## config.mk

```make
export PLATFORM = sky130hd
export DESIGN_NAME = topological_sort_kahn
export DESIGN_NICKNAME = d
export VERILOG_FILES = /design/src/hdl/tsk_pkg.sv /design/src/hdl/tsk_front.sv /design/src/hdl/tsk_cmd_fifo.sv /design/src/hdl/tsk_engine.sv /design/src/hdl/topological_sort_kahn.sv
export SDC_FILE = /design/constraint.sdc
export NUM_CORES = 1
export LEC_CHECK = 0
export BUFFER_PORTS_ARGS = -buffer_cell sky130_fd_sc_hd__buf_2
export CAP_MARGIN = 40
export CORE_MARGIN = 1.5
export CORE_UTILIZATION = 60
export DETAILED_ROUTE_END_ITERATION = 10
export GPL_ROUTABILITY_DRIVEN = 0
export HOLD_SLACK_MARGIN = 0.02
export PLACE_DENSITY = 0.85
export RECOVER_POWER = 100
export SLEW_MARGIN = 15
export SYNTH_ARGS = -nofsm -noshare
export SYNTH_HDL_FRONTEND = slang
export SYNTH_SLANG_ARGS = --single-unit
```

## constraint.sdc

```tcl
create_clock -name clk -period 10.5 [get_ports clk]
set_clock_uncertainty 0.2 [all_clocks]
set_input_delay 2.1 -clock clk [delete_from_list [all_inputs] [get_ports clk]]
set_output_delay 2.1 -clock clk [all_outputs]
set_load 0.05 [all_outputs]
```

## src/hdl/tsk_pkg.sv

```systemverilog
// ----------------------------------------------------------------------------
// tsk_pkg
// Types and codes shared by the topological sort front end, command queue,
// sort engine and top level.
// ----------------------------------------------------------------------------
package tsk_pkg;

  // function codes on the input channel
  typedef enum logic [1:0] {
    FUNC_ADD   = 2'd0,
    FUNC_SORT  = 2'd1,
    FUNC_CLEAR = 2'd2
  } func_t;

  // operations queued for the engine
  typedef enum logic [1:0] {
    OP_ADD,
    OP_SORT,
    OP_CLEAR
  } op_t;

  typedef enum logic [3:0] {
    ST_IDLE,
    ST_ADD_WR,
    ST_CNT_RD,
    ST_CNT_ACC,
    ST_SEED,
    ST_POP,
    ST_LOAD_U,
    ST_LOAD_ROW,
    ST_SCAN,
    ST_EMIT_RD,
    ST_EMIT_WR
  } st_t;

  typedef struct packed {
    logic [1:0] func;
    logic [4:0] src_node;
    logic [4:0] dst_node;
  } in_item_t;

  typedef struct packed {
    logic [4:0] node;
    logic       cycle_found;
    logic       last;
  } out_item_t;

  // node indices here are zero based
  typedef struct packed {
    op_t        op;
    logic [4:0] src;
    logic [4:0] dst;
  } cmd_t;

  typedef struct packed {
    logic full;
    logic empty;
  } fifo_stat_t;

  localparam int CMDQ_DEPTH = 2;
  localparam int CMDQ_AW    = $clog2(CMDQ_DEPTH);
  localparam int CMDQ_CW    = $clog2(CMDQ_DEPTH + 1);

endpackage

```

## src/hdl/tsk_front.sv

```systemverilog
// ----------------------------------------------------------------------------
// tsk_front
// Decodes incoming items into engine commands, drops edges outside the
// active node range and unused function codes.
// ----------------------------------------------------------------------------
module tsk_front import tsk_pkg::*; #(
  parameter int MAX_NODES = 16
) (
  input  logic                                in_valid,
  output logic                                in_ready,
  input  in_item_t                            in_data,
  input  logic [$clog2(MAX_NODES + 1) - 1:0] n_eff,
  input  fifo_stat_t                          stat,
  output logic                                cmd_push,
  output cmd_t                                cmd
);

  logic edge_ok;
  logic keep;

  assign edge_ok = (in_data.src_node != 5'd0) && (in_data.dst_node != 5'd0) &&
                   ({3'b000, in_data.src_node} <= 8'(n_eff)) &&
                   ({3'b000, in_data.dst_node} <= 8'(n_eff));

  always_comb begin
    keep    = 1'b0;
    cmd.op  = OP_ADD;
    cmd.src = in_data.src_node - 5'd1;
    cmd.dst = in_data.dst_node - 5'd1;
    case (func_t'(in_data.func))
      FUNC_ADD: begin
        cmd.op = OP_ADD;
        keep   = edge_ok;
      end
      FUNC_SORT: begin
        cmd.op = OP_SORT;
        keep   = 1'b1;
      end
      FUNC_CLEAR: begin
        cmd.op = OP_CLEAR;
        keep   = 1'b1;
      end
      default: keep = 1'b0;
    endcase
  end

  // dropped items are still taken while the queue has room, so they never stick
  assign in_ready = !stat.full;
  assign cmd_push = in_valid && in_ready && keep;

endmodule

```

## src/hdl/tsk_cmd_fifo.sv

```systemverilog
// ----------------------------------------------------------------------------
// tsk_cmd_fifo
// Short command queue between the front end and the sort engine.
// ----------------------------------------------------------------------------
module tsk_cmd_fifo import tsk_pkg::*; (
  input  logic       clk,
  input  logic       rst_n,
  input  logic       push,
  input  cmd_t       push_data,
  input  logic       pop,
  output cmd_t       pop_data,
  output fifo_stat_t stat
);

  cmd_t               mem_r [CMDQ_DEPTH];
  logic [CMDQ_AW-1:0] wr_ptr_r;
  logic [CMDQ_AW-1:0] rd_ptr_r;
  logic [CMDQ_CW-1:0] cnt_r;
  logic               do_push;
  logic               do_pop;

  assign stat.full  = (cnt_r == CMDQ_CW'(CMDQ_DEPTH));
  assign stat.empty = (cnt_r == '0);
  assign do_push    = push && !stat.full;
  assign do_pop     = pop && !stat.empty;
  assign pop_data   = mem_r[rd_ptr_r];

  always_ff @(posedge clk) begin
    if (!rst_n) begin
      wr_ptr_r <= '0;
      rd_ptr_r <= '0;
      cnt_r    <= '0;
    end else begin
      if (do_push) begin
        wr_ptr_r <= wr_ptr_r + CMDQ_AW'(1);
      end
      if (do_pop) begin
        rd_ptr_r <= rd_ptr_r + CMDQ_AW'(1);
      end
      if (do_push && !do_pop) begin
        cnt_r <= cnt_r + CMDQ_CW'(1);
      end else if (do_pop && !do_push) begin
        cnt_r <= cnt_r - CMDQ_CW'(1);
      end
    end
  end

  always_ff @(posedge clk) begin
    if (do_push) begin
      mem_r[wr_ptr_r] <= push_data;
    end
  end

endmodule

```

## src/hdl/tsk_engine.sv

```systemverilog
// ----------------------------------------------------------------------------
// tsk_engine
// Holds the adjacency matrix and runs Kahn's algorithm: in-degree count,
// seeding, row scans and emission of the order through an output register.
// ----------------------------------------------------------------------------
module tsk_engine import tsk_pkg::*; #(
  parameter int MAX_NODES = 16
) (
  input  logic                                clk,
  input  logic                                rst_n,
  input  logic [$clog2(MAX_NODES + 1) - 1:0] n_eff,
  input  fifo_stat_t                          stat,
  input  cmd_t                                cmd,
  output logic                                cmd_pop,
  output logic                                out_valid,
  input  logic                                out_ready,
  output out_item_t                           out_data
);

  localparam int NODE_W = $clog2(MAX_NODES);
  localparam int CNT_W  = $clog2(MAX_NODES + 1);

  // adjacency memory with a valid bit per row
  logic [MAX_NODES-1:0] mem_r [MAX_NODES];
  logic [MAX_NODES-1:0] row_vld_r;
  logic [MAX_NODES-1:0] rd_row_r;
  logic                 rd_vld_r;
  logic                 mem_we;
  logic                 mem_clr;
  logic [NODE_W-1:0]    mem_raddr;
  logic [NODE_W-1:0]    mem_waddr;
  logic [MAX_NODES-1:0] mem_wdata;

  // order queue memory
  logic [NODE_W-1:0] q_mem_r [MAX_NODES];
  logic [NODE_W-1:0] q_rd_r;
  logic              q_we;
  logic [NODE_W-1:0] q_waddr;
  logic [NODE_W-1:0] q_wdata;
  logic [NODE_W-1:0] q_raddr;

  st_t               state_r, state_nxt;
  logic [NODE_W-1:0] v_r, v_nxt;
  logic [NODE_W-1:0] idx_r, idx_nxt;
  logic [CNT_W-1:0]  head_r, head_nxt;
  logic [CNT_W-1:0]  tail_r, tail_nxt;
  logic [NODE_W-1:0] src_r, src_nxt;
  logic [NODE_W-1:0] dst_r, dst_nxt;
  logic [CNT_W-1:0]  deg_r [MAX_NODES];
  logic [CNT_W-1:0]  deg_nxt [MAX_NODES];
  logic [MAX_NODES-1:0] newz_r, newz_nxt;
  logic              out_valid_r, out_valid_nxt;
  out_item_t         out_data_r, out_data_nxt;

  logic [MAX_NODES-1:0] col_mask;
  logic [MAX_NODES-1:0] row_cur;
  logic [MAX_NODES-1:0] row_eff;
  logic [MAX_NODES-1:0] dst_bit;
  logic [MAX_NODES-1:0] zero_vec;
  logic                 v_last;
  logic                 emit_last;
  logic                 cyc;

  always_comb begin
    for (int i = 0; i < MAX_NODES; i++) begin
      col_mask[i] = (CNT_W'(i) < n_eff);
      zero_vec[i] = (deg_r[i] == '0);
    end
  end

  always_comb begin
    dst_bit        = '0;
    dst_bit[dst_r] = 1'b1;
  end

  assign row_cur   = rd_vld_r ? rd_row_r : '0;
  assign row_eff   = row_cur & col_mask;
  assign v_last    = (CNT_W'(v_r) == n_eff - CNT_W'(1));
  assign emit_last = (CNT_W'(idx_r) + CNT_W'(1) == tail_r);
  assign cyc       = (tail_r != n_eff);

  always_comb begin
    state_nxt     = state_r;
    v_nxt         = v_r;
    idx_nxt       = idx_r;
    head_nxt      = head_r;
    tail_nxt      = tail_r;
    src_nxt       = src_r;
    dst_nxt       = dst_r;
    deg_nxt       = deg_r;
    newz_nxt      = newz_r;
    out_valid_nxt = out_valid_r && !out_ready;
    out_data_nxt  = out_data_r;
    cmd_pop       = 1'b0;
    mem_we        = 1'b0;
    mem_clr       = 1'b0;
    mem_raddr     = v_r;
    mem_waddr     = src_r;
    mem_wdata     = row_cur | dst_bit;
    q_we          = 1'b0;
    q_waddr       = tail_r[NODE_W-1:0];
    q_wdata       = v_r;
    q_raddr       = head_r[NODE_W-1:0];
    case (state_r)
      ST_IDLE: begin
        if (!stat.empty) begin
          cmd_pop = 1'b1;
          src_nxt = NODE_W'(cmd.src);
          dst_nxt = NODE_W'(cmd.dst);
          case (cmd.op)
            OP_ADD: begin
              // fetch the row, merge the new bit next cycle
              mem_raddr = NODE_W'(cmd.src);
              state_nxt = ST_ADD_WR;
            end
            OP_SORT: begin
              for (int i = 0; i < MAX_NODES; i++) begin
                deg_nxt[i] = '0;
              end
              v_nxt     = '0;
              head_nxt  = '0;
              tail_nxt  = '0;
              state_nxt = ST_CNT_RD;
            end
            OP_CLEAR: mem_clr = 1'b1;
            default: ;
          endcase
        end
      end
      ST_ADD_WR: begin
        mem_we    = 1'b1;
        state_nxt = ST_IDLE;
      end
      ST_CNT_RD: begin
        mem_raddr = v_r;
        state_nxt = ST_CNT_ACC;
      end
      ST_CNT_ACC: begin
        for (int i = 0; i < MAX_NODES; i++) begin
          deg_nxt[i] = deg_r[i] + CNT_W'(row_eff[i]);
        end
        if (v_last) begin
          v_nxt     = '0;
          state_nxt = ST_SEED;
        end else begin
          v_nxt     = v_r + NODE_W'(1);
          state_nxt = ST_CNT_RD;
        end
      end
      ST_SEED: begin
        if (zero_vec[v_r]) begin
          q_we     = 1'b1;
          tail_nxt = tail_r + CNT_W'(1);
        end
        if (v_last) begin
          state_nxt = ST_POP;
        end else begin
          v_nxt = v_r + NODE_W'(1);
        end
      end
      ST_POP: begin
        if (head_r == tail_r) begin
          idx_nxt   = '0;
          state_nxt = ST_EMIT_RD;
        end else begin
          q_raddr   = head_r[NODE_W-1:0];
          head_nxt  = head_r + CNT_W'(1);
          state_nxt = ST_LOAD_U;
        end
      end
      ST_LOAD_U: begin
        mem_raddr = q_rd_r;
        state_nxt = ST_LOAD_ROW;
      end
      ST_LOAD_ROW: begin
        // all successors drop at once, newly free ones are queued in the scan
        for (int i = 0; i < MAX_NODES; i++) begin
          if (row_eff[i] && !zero_vec[i]) begin
            deg_nxt[i] = deg_r[i] - CNT_W'(1);
          end
          newz_nxt[i] = row_eff[i] && (deg_r[i] == CNT_W'(1));
        end
        v_nxt     = '0;
        state_nxt = ST_SCAN;
      end
      ST_SCAN: begin
        if (newz_r[v_r]) begin
          q_we     = 1'b1;
          tail_nxt = tail_r + CNT_W'(1);
        end
        if (v_last) begin
          state_nxt = ST_POP;
        end else begin
          v_nxt = v_r + NODE_W'(1);
        end
      end
      ST_EMIT_RD: begin
        q_raddr   = idx_r;
        state_nxt = ST_EMIT_WR;
      end
      ST_EMIT_WR: begin
        q_raddr = idx_r;
        if (!out_valid_r || out_ready) begin
          out_valid_nxt = 1'b1;
          if (cyc) begin
            out_data_nxt.node        = 5'd0;
            out_data_nxt.cycle_found = 1'b1;
            out_data_nxt.last        = 1'b1;
            state_nxt                = ST_IDLE;
          end else begin
            out_data_nxt.node        = 5'(q_rd_r) + 5'd1;
            out_data_nxt.cycle_found = 1'b0;
            out_data_nxt.last        = emit_last;
            if (emit_last) begin
              state_nxt = ST_IDLE;
            end else begin
              idx_nxt   = idx_r + NODE_W'(1);
              state_nxt = ST_EMIT_RD;
            end
          end
        end
      end
      default: state_nxt = ST_IDLE;
    endcase
  end

  always_ff @(posedge clk) begin
    if (!rst_n) begin
      state_r     <= ST_IDLE;
      v_r         <= '0;
      idx_r       <= '0;
      head_r      <= '0;
      tail_r      <= '0;
      out_valid_r <= 1'b0;
    end else begin
      state_r     <= state_nxt;
      v_r         <= v_nxt;
      idx_r       <= idx_nxt;
      head_r      <= head_nxt;
      tail_r      <= tail_nxt;
      out_valid_r <= out_valid_nxt;
    end
  end

  always_ff @(posedge clk) begin
    src_r      <= src_nxt;
    dst_r      <= dst_nxt;
    deg_r      <= deg_nxt;
    newz_r     <= newz_nxt;
    out_data_r <= out_data_nxt;
  end

  // row valid bits give the all-zero matrix after reset and clear
  always_ff @(posedge clk) begin
    if (!rst_n) begin
      row_vld_r <= '0;
    end else if (mem_clr) begin
      row_vld_r <= '0;
    end else if (mem_we) begin
      row_vld_r[mem_waddr] <= 1'b1;
    end
  end

  always_ff @(posedge clk) begin
    if (mem_we) begin
      mem_r[mem_waddr] <= mem_wdata;
    end
    rd_row_r <= mem_r[mem_raddr];
    rd_vld_r <= row_vld_r[mem_raddr];
  end

  always_ff @(posedge clk) begin
    if (q_we) begin
      q_mem_r[q_waddr] <= q_wdata;
    end
    q_rd_r <= q_mem_r[q_raddr];
  end

  assign out_valid = out_valid_r;
  assign out_data  = out_data_r;

endmodule

```

## src/hdl/topological_sort_kahn.sv

```systemverilog
// add edge reads the row, then merges the new bit and writes it back; clear empties the matrix from idle
// sort with n active nodes: in-degree count, seeding, row scans per popped node and
// emission of the order; the single matrix read port serialises the row reads
// a two-entry command queue lets new items in while a sort runs
// reset: row valid bits empty the matrix, node count returns to 16
// ----------------------------------------------------------------------------
// topological_sort_kahn
// Adjacency matrix graph store with a Kahn topological sort engine.
// ----------------------------------------------------------------------------
module topological_sort_kahn import tsk_pkg::*; #(
  parameter int MAX_NODES = 16
) (
  input  logic      clk,
  input  logic      rst_n,
  input  logic      in_valid,
  output logic      in_ready,
  input  in_item_t  in_data,
  output logic      out_valid,
  input  logic      out_ready,
  output out_item_t out_data,
  input  logic      cfg_we,
  input  logic [4:0] cfg_wdata
);

  localparam int CNT_W = $clog2(MAX_NODES + 1);

  logic [4:0]       node_count_r;
  logic [CNT_W-1:0] n_eff;
  fifo_stat_t       fifo_stat;
  logic             cmd_push;
  cmd_t             cmd_in;
  cmd_t             cmd_out;
  logic             cmd_pop;

  always_ff @(posedge clk) begin
    if (!rst_n) begin
      node_count_r <= 5'd16;
    end else if (cfg_we) begin
      node_count_r <= cfg_wdata;
    end
  end

  // count clamped to one .. MAX_NODES
  assign n_eff = (node_count_r == 5'd0) ? CNT_W'(1) :
                 ({27'b0, node_count_r} > 32'(MAX_NODES)) ? CNT_W'(MAX_NODES) :
                 CNT_W'(node_count_r);

  tsk_front #(.MAX_NODES(MAX_NODES)) u_front (
    .in_valid (in_valid),
    .in_ready (in_ready),
    .in_data  (in_data),
    .n_eff    (n_eff),
    .stat     (fifo_stat),
    .cmd_push (cmd_push),
    .cmd      (cmd_in)
  );

  tsk_cmd_fifo u_fifo (
    .clk       (clk),
    .rst_n     (rst_n),
    .push      (cmd_push),
    .push_data (cmd_in),
    .pop       (cmd_pop),
    .pop_data  (cmd_out),
    .stat      (fifo_stat)
  );

  tsk_engine #(.MAX_NODES(MAX_NODES)) u_engine (
    .clk       (clk),
    .rst_n     (rst_n),
    .n_eff     (n_eff),
    .stat      (fifo_stat),
    .cmd       (cmd_out),
    .cmd_pop   (cmd_pop),
    .out_valid (out_valid),
    .out_ready (out_ready),
    .out_data  (out_data)
  );

  a_cycle_form: assert property (@(posedge clk) disable iff (!rst_n)
    out_valid && out_data.cycle_found |-> out_data.node == 5'd0 && out_data.last)
    else $error("cycle report malformed");

  a_node_nonzero: assert property (@(posedge clk) disable iff (!rst_n)
    out_valid && !out_data.cycle_found |-> out_data.node != 5'd0)
    else $error("ordered item with node zero");

  a_no_overflow: assert property (@(posedge clk) disable iff (!rst_n)
    cmd_push |-> !fifo_stat.full)
    else $error("command queue overflow");

  a_pop_nonempty: assert property (@(posedge clk) disable iff (!rst_n)
    cmd_pop |-> !fifo_stat.empty)
    else $error("command taken from empty queue");

endmodule
```

# Word level (Yosys, flattened, before mapping)
# Memory sizes are Yosys's and may differ from the RTL's. A register that Yosys moved wholly into a read port is not among the register bits.
# Index checks and enable logic that the tools add are counted.
# W data, S select, Z words.
dict set report op_classes {
  muxes 86
  eq_ne 63
  add_sub_neg 45
  bitwise 5
  n_lt_le_gt_ge 25
  reduce_logical 123
}
# op count
set op_table {}
lappend op_table {{$pmux W80 S3} 1}
lappend op_table {{$mux W80} 2}
lappend op_table {{$mux W5} 23}
lappend op_table {{$sub A5 B1 Y5 const B} 19}
lappend op_table {{$logic_not A5 Y1} 17}
lappend op_table {{$add A5 B1 Y5} 16}
lappend op_table {{$eq A5 B1 Y1 const B} 16}
lappend op_table {{$reduce_and A4 Y1} 19}
lappend op_table {{$mux W4} 17}
lappend op_table {{$logic_and A1 B1 Y1} 44}
lappend op_table {{$ne A2 B1 Y1 const B} 21}
lappend op_table {{$lt A4 B5 Y1 const A} 8}
lappend op_table {{$pmux W4 S9} 1}
lappend op_table {{$or A16 B16 Y16} 2}
lappend op_table {{$pmux W4 S2} 3}
lappend op_table {{$mux W1} 23}
lappend op_table {{$logic_not A1 Y1} 22}
lappend op_table {{$lt A3 B5 Y1 const A} 4}
lappend op_table {{$lt A4 B5 Y1 const B} 4}
lappend op_table {{$and A16 B16 Y16} 1}
lappend op_table {{$eq A4 B3 Y1 const B} 4}
lappend op_table {{$mux W16} 1}
lappend op_table {{$pmux W4 S4} 1}
lappend op_table {{$pmux W5 S3} 1}
lappend op_table {{other kinds (39)} 77}
dict set report totals {
  ff_bits 160
  mem_count 3
  ramBits 344
  word_cells 384
  input_bits 22
  output_inout_bits 9
}
# memory words width rd rd_clocked_by_memory_dff write_ports line_no
set memory_table {}
lappend memory_table {u_engine.mem_r 16 16 1 1 1 tsk_engine.sv:24} ;# logic [MAX_NODES-1:0] mem_r [MAX_NODES];
lappend memory_table {u_engine.q_mem_r 16 4 1 1 1 tsk_engine.sv:35} ;# logic [NODE_W-1:0] q_mem_r [MAX_NODES];
lappend memory_table {u_fifo.mem_r 2 12 1 1 1 tsk_cmd_fifo.sv:15} ;# cmd_t mem_r [CMDQ_DEPTH];

# Logic depth before layout (Yosys ltp)
# Gate-level depths: netlist of run 1.
dict set report depth {
  depth_word 13
  depth_mapped 16
  depth_no_buf 15
}

# Modules after synthesis
# Synthesis of run 1 repeated with hierarchy kept, for this count alone.
dict set report hier_totals {
  hier_cells 2011
  hier_area_um2 25159.1
}
# mod area_per_inst_um2 n_inst seq_area_each_um2 cells_per_inst
set modules_own_cells {}
lappend modules_own_cells {tsk_engine 23354.9 1 14143.6 1861}
lappend modules_own_cells {tsk_cmd_fifo 1094.8 1 820.8 62}
lappend modules_own_cells {tsk_front 488.0 1 0.0 65}
lappend modules_own_cells {topological_sort_kahn 221.5 1 100.1 23}

# Worst setup path after synthesis of run 1
# Ideal clock, no wire load.
dict set report synth_path {
  path_type {in2reg}
  from {input in_data[6] in the netlist's numbering}
  to {memory u_fifo.mem_r[1][0] in the netlist's numbering, enable pin}
  n_path_buf 0
  required_time_ps 9908
  setup_slack_ps 5765
  t_arrival_ps 4143
  path_stages 8
  setup_ps 392
  cell_sequence {ha_1 -> nor2b_1 -> o21a_1 -> o21a_1 -> o21a_1 -> o22ai_1 -> a31oi_1 -> nor3b_1}
}
dict set report synth_via {
  elab_chain_len 9
  elab_cells_between_ends 10
  classes_between {1 x order compare; 3 x mux; 6 x reduce/logical}
}
# item line_no
set synth_lines {}
lappend synth_lines {{start: declaration} topological_sort_kahn.sv:17} ;# input in_item_t in_data,
lappend synth_lines {{branches (longest 2 deep; another with $le A5 B5 Y1)} n/a}
lappend synth_lines {{$logic_and A1 B1 Y1 (*)} tsk_front.sv:21} ;# assign edge_ok = (in_data.src_node != 5'd0) && (in_data.dst_node != 5'd0) &&
lappend synth_lines {{$logic_and A1 B1 Y1 (*)} tsk_front.sv:22} ;# ({3'b000, in_data.src_node} <= 8'(n_eff)) &&
lappend synth_lines {{$pmux W1 S2 (*)} tsk_front.sv:30} ;# case (func_t'(in_data.func))
lappend synth_lines {{$logic_and A1 B1 Y1 (*)} tsk_front.sv:49} ;# assign cmd_push = in_valid && in_ready && keep;
lappend synth_lines {{$logic_and A1 B1 Y1 (*)} tsk_cmd_fifo.sv:24} ;# assign do_push = push && !stat.full;
lappend synth_lines {{$mux W1 (*)} tsk_cmd_fifo.sv:49} ;# if (do_push) begin
lappend synth_lines {{$mux W1 (implied by the code) (*)} tsk_cmd_fifo.sv:50} ;# mem_r[wr_ptr_r] <= push_data;
lappend synth_lines {{end: declaration} tsk_cmd_fifo.sv:15}
# Mark *: on every way between the ends.

==> results.ini, run 1 <==
[run_status]
status = finished, violations left
violations = capacitance limit, slew limit

[synth]
syn-num-nets = 1860
yosysTopAreaCell = edfxtp_1
synth_edf_count = 451
synthArstFlopShare_pct = 0
synthTopCellsByArea = edfxtp_1, mux4_2, dfxtp_1
yosysUniqueCellTypes = 75
synth-seq-cells = 521
ys_top_cells_by_count = edfxtp_1, nor2_1, nand2_1
seq_area_frac_synth_pct = 61.9
ys.flop_type = edfxtp_1
yosysWarnings = 0
synth_cells = 1741
yosysMostFrequentCell = edfxtp_1
avgSynthCellArea_um2 = 13.9
syn_area_um2 = 24100
synth_top_area_share_pct = 56.1

[timing]
setup_slack_ns = 3.84
relSlewSlack_pct = -141
setup_tns_ns = 0
finalHoldViolations = 0
max_freq_ghz = 0.150
timing.final.crit_share_pct = 63.4
setup-violations-final = 0
worst_slew_pin_slew_ns = 3.62
maxSlewViolCount = 451
hold_ws_ns = 0.265
min_period_ns = 6.66
rsz0062_at_grt = no

[cts]
path_clk_slew_ns = 0.06
postCtsResizedCells = 0
cts_made_buffers = 50
htree_levels = 2
cts_root_buf = clkbuf_16
postCtsSetupRepairBufs = 0
worstSkewPairLatency_ns = 0.61
ctsHoldBuffers = 0
clock-sinks = 521
cts_tree = yes
clock_path_buffers = 3

[routing]
ant_nets = 0
drt_wl_total_um = 58000
drt_iter0_markers = 1781
drtPass1Iterations = 8
post_drt_wl_per_cell_um = 24.6
vias = 15600
drc = 0
avgViaCountPerCell = 6.61

[die]
io_pins = 31
start_util_pct = 60.7
core_um2 = 39700
die-area_um2 = 41400
die_h_um = 204
die_w_um = 204
rows = 73

[power]
p_comb_share_pct = 14.4
power.leakage_nw = 9.10
internal_power_mw = 3.87
clock_power_share_pct = 35.8
power.density_nw_per_um2 = 201
p_seq_share_pct = 49.9
vdd_drop_max_uv = 173
swShare_pct = 27.4
power_switching_mw = 1.46

[worst_hold_path]
min_path_cells = 1
hold_class = flop to flop

[final_layout]
nFillCells = 2598
nets = 1910
fin_area_um2 = 26600
synthToLayoutAreaGrowth_pct = 10.1
multi_input_area_um2 = 8600
drive_gt1_share_pct = 11.9
seq_area_um2 = 14900

[worst_setup_path]
r2r_cells = 6
cp-start-kind = flop
crit_type = flop to flop
path_max_fanout = 82
cp-end-kind = flop
r2r_slack_ns = 3.84
cp.arrival_ns = 6.72
crit_required_ns = 10.57

[global_route]
use_met1_pct = 35.7
grt_pass1_wl_um = 90000
grt_overflow = 0
busiest_layer = met2
grt_util_met2_pct = 48.4
grt_pass1_vias = 15900
antenna_found_initial = 1
grt_util_met3_pct = 5.31
grt_max_degree = 83
grt_use_total_pct = 28.5

[placed_design]
io_buffers = 30
post-place-ws_ns = 5.71
dpl_cell_area_um2 = 25100
post-dp-hpwl_um = 35500

[run]
max_cap_violations = 18

flip-flops by register name (all words and copies together) (netlist names), 4 cells and up, named ones only:
name                cells
u_engine.row_vld_r     16
u_fifo.mem_r           20
u_engine.newz_r        16
u_engine.mem_waddr      4
u_engine.tail_r         5
u_engine.q_wdata        4
u_engine.head_r         5
node_count_r            5
u_engine.dst_r          4
u_engine.q_mem_r       64
u_engine.state_r        4
u_engine.rd_row_r      16
u_engine.deg_r         80
u_engine.idx_r          4
u_engine.q_rd_r         4
u_engine.out_data       7
u_engine.mem_r        256
layout make-up:
type / instances / share of cell area (%)
diodes: 1 / 0.00942
clock buffers: 61 / 4.98
clock inverters: 33 / 1.56
inverters: 59 / 0.834
multi-input cells: 1075 / 32.4
flip-flops and latches: 521 / 56.3
well taps: 525 / 2.47
repair buffers: 84 / 1.48
worst max-delay path, stage by stage (launching register included):
cell	delay, ns
dfxtp_4	0.53
clkbuf_1	2.57
clkinv_1	1.54
buf_4	0.63
o41ai_1	0.54
xnor2_1	0.18
nor2_1	0.05
placed cells by master, fill, tap and decap left out, types with 41 or more instances in the layout:
master,instances
o21ai_0,41
nand3_1,55
nor3_1,44
nand2_1,102
edfxtp_1,451
ha_1,97
nor2_1,147
clkbuf_1,68
dfxtp_1,69
a21oi_1,57
mux4_2,86
clkbuf_16,50
inv_1,56
xor2_1,51
logic make-up (layout without fill, tap and decap cells):
group           after synthesis  after routing  synth area share [%]
flops                       521            521                  61.9
xor+xnor                     75             75                  2.78
simple gates                514            514                  10.6
mux                         126            126                  9.75
buf+inv                     145            237                  2.55
other cells                   0              1                     0
compound gates              263            263                  7.30
fa+ha+maj                    97             97                  5.03
path summary, 6_finish.rpt:
check / startpoint / to
hold / removal: u_engine.row_vld_r[3] / u_engine.row_vld_r[3]
setup reg to reg: u_engine.state_r[2] / u_engine.deg_r[68]
setup / recovery: u_engine.state_r[2] / u_engine.deg_r[68]
hold reg to reg: u_engine.row_vld_r[3] / u_engine.row_vld_r[3]
power by group through the flow:
stage | clock (mW) | sequential (mW) | combinational, mW
2_1_floorplan | 0 | 2.62 | 0.548
3_3_place_gp | 0 | 2.67 | 0.710
3_5_place_dp | 0 | 2.69 | 0.756
4_1_cts | 1.91 | 2.65 | 0.776
5_1_grt | 1.99 | 2.67 | 0.827
6_report | 1.91 | 2.66 | 0.765
metrics by stage:
| step | util [%] | instances | power, mW |
|---|---|---|---|
| global placement | 62.8 | 2254 | 3.38 |
| floorplan | - | 1741 | 3.17 |
| finish | 66.8 | 2359 | 5.33 |
| detailed placement | 63.1 | 2263 | 3.44 |
| CTS | 67.5 | 2357 | 5.34 |
| global route | 66.8 | 2358 | 5.49 |
per-layer routing:
layer / up-vias / wire length (um)
met2: 958 / 29200
met1: 7665 / 21200
met5: - / 0
met4: 0 / 2510
met3: 203 / 5140
li1: 6759 / -
Note: power is estimated with default switching activity, not from simulation.
==> run 2: changes to the inputs <==
--- a/config.mk
+++ b/config.mk
@@ -8,7 +8,7 @@
 export BUFFER_PORTS_ARGS = -buffer_cell sky130_fd_sc_hd__buf_2
 export CAP_MARGIN = 40
 export CORE_MARGIN = 1.5
-export CORE_UTILIZATION = 60
+export CORE_UTILIZATION = 57
 export DETAILED_ROUTE_END_ITERATION = 10
 export GPL_ROUTABILITY_DRIVEN = 0
 export HOLD_SLACK_MARGIN = 0.02
==> constraint.sdc (replaced) <==
create_clock -name clk -period 5.7 [get_ports clk]
set_clock_uncertainty 0.2 [all_clocks]
set_input_delay 1.14 -clock clk [delete_from_list [all_inputs] [get_ports clk]]
set_output_delay 1.14 -clock clk [all_outputs]
set_load 0.05 [all_outputs]
==> run 2 against run 1 <==
- the flow still finishes with violations (capacitance limit, slew limit)
- core utilization fell by 3.3 points
- via count rose by 0.36%
- cell area rose by 0.11%
- sequential cell count did not move
- non-clock buffer count rose by 10
- critical endpoint is now u_engine.rd_row_r[11]
==> results.ini, run 2 (synthesized netlist as in run 1, its figures left out) <==
[power]
power.density_nw_per_um2 = 365
vdd_drop_max_uv = 384
power.leakage_nw = 9.15

[timing]
setup_tns_ns = 0
timing.final.crit_share_pct = 81.2
min_period_ns = 4.63
worst_slew_pin_slew_ns = 1.92
rsz0062_at_grt = no
setup-violations-final = 0
max_freq_ghz = 0.216
maxSlewViolCount = 148
finalHoldViolations = 0
setup_slack_ns = 1.07
relSlewSlack_pct = -31.5

[cts]
cts_root_buf = clkbuf_16
ctsHoldBuffers = 0
cts_made_buffers = 50
postCtsResizedCells = 0
postCtsSetupRepairBufs = 0
worstSkewPairLatency_ns = 0.62
clock-sinks = 521
path_clk_slew_ns = 0.07
clock_path_buffers = 3
htree_levels = 2
cts_tree = yes

[die]
die_w_um = 209
start_util_pct = 57.6
rows = 75
die-area_um2 = 43600
die_h_um = 209
io_pins = 31
core_um2 = 41900

[routing]
vias = 15600
drtPass1Iterations = 6
drc = 0
drt_iter0_markers = 1993
drt_wl_total_um = 58900
ant_nets = 0
post_drt_wl_per_cell_um = 24.7
avgViaCountPerCell = 6.57

[placed_design]
dpl_cell_area_um2 = 25200
io_buffers = 30
post-place-ws_ns = 1.67
post-dp-hpwl_um = 36800

[worst_setup_path]
cp-start-kind = flop
cp.arrival_ns = 4.89
crit_type = flop to flop
crit_required_ns = 5.96
cp-end-kind = flop
path_max_fanout = 47

[final_layout]
nets = 1920
largestRegisters = u_engine.mem_r (256), u_engine.deg_r (80), u_engine.q_mem_r (64)
layout_common_cells = edfxtp_1, nor2_1, nand2_1
final_common_cell = edfxtp_1
nFillCells = 2919
largest_register = u_engine.mem_r
n_antenna_cell = 0
fin_area_um2 = 26600
synthToLayoutAreaGrowth_pct = 10.2
largest_reg_flops = 256
drive_gt1_share_pct = 11.8

[worst_hold_path]
hold_class = flop to flop

[global_route]
grt_use_total_pct = 27.1
antenna_found_initial = 0
grt_pass1_wl_um = 90000
grt_pass1_vias = 15600
grt_max_degree = 50
grt_overflow = 0

[run_status]
status = finished, violations left
violations = capacitance limit, slew limit

[run]
max_cap_violations = 7

## run 2: changes by cell type in the layout (fill, tap and decap cells not counted), moves of 4 or more
cell,previous run,this run
buf_12,0,4
bufinv_16,8,4
nor2_1,147,153
nor2_2,7,1
## run 2: worst paths after layout
check | startpoint | to | slack [ns] | cells after the start
worst max-delay path | u_engine.q_wdata[1] | u_engine.rd_row_r[11] | 1.07 | 8
worst min-delay path | u_engine.q_wdata[3] | u_engine.q_mem_r[13][3] | 0.23 | 0
worst max register to register | u_engine.q_wdata[1] | u_engine.rd_row_r[11] | 1.07 | 8
worst min register to register | u_engine.q_wdata[3] | u_engine.q_mem_r[13][3] | 0.23 | 0
## run 2: metrics by stage
stage,power (mW),hold WS (ns),instances,util [%]
after floorplan,5.83,0.235,1741,-
after detailed placement,6.37,0.252,2284,60.1
after CTS,9.74,0.281,2378,64.2
after global placement,6.24,0.240,2270,59.7
final,9.72,0.233,2382,63.5
after global routing,10.0,0.251,2382,63.5
## run 2: area by class of cell
| type | count | area (um^2) | share of cell area, % |
|---|---|---|---|
| Inverter | 59 | 221 | 0.833 |
| Clock inverter | 33 | 315 | 1.19 |
| Sequential cell | 521 | 14900 | 56.2 |
| Clock buffer | 61 | 1360 | 5.13 |
| Multi-Input combinational cell | 1075 | 8560 | 32.2 |
| Timing Repair Buffer | 94 | 505 | 1.90 |
| Tap cell | 539 | 674 | 2.54 |
## run 2: per-layer routing
| layer | vias to the layer above | wire length (um) | part of all wire [%] | GRT usage, % |
|---|---|---|---|---|
| li1 | 6779 | - | - | - |
| met1 | 7740 | 21300 | 36 | 34.1 |
| met2 | 940 | 29700 | 50 | 45.9 |
| met3 | 182 | 5720 | 9.7 | 5.14 |
| met4 | 0 | 2200 | 3.7 | 11.9 |
| met5 | - | 0 | 0 | 0 |
## run 2: power breakdown
group | internal (mW) | total [mW] | switching, mW | leakage, nW
clock network | 1.90 | 3.39 | 1.49 | 0.820
logic | 0.503 | 1.44 | 0.937 | 3.67
registers | 4.59 | 4.89 | 0.296 | 4.66
## run 2: critical path, stage by stage (launching register included)
cell and delay (ns):
dfxtp_1 0.61, clkbuf_1 0.95, inv_1 0.12, o31ai_1 0.31, clkbuf_1 1.14, buf_16 0.34, mux4_2 0.35, a22oi_1 0.29
nand3_1 0.14
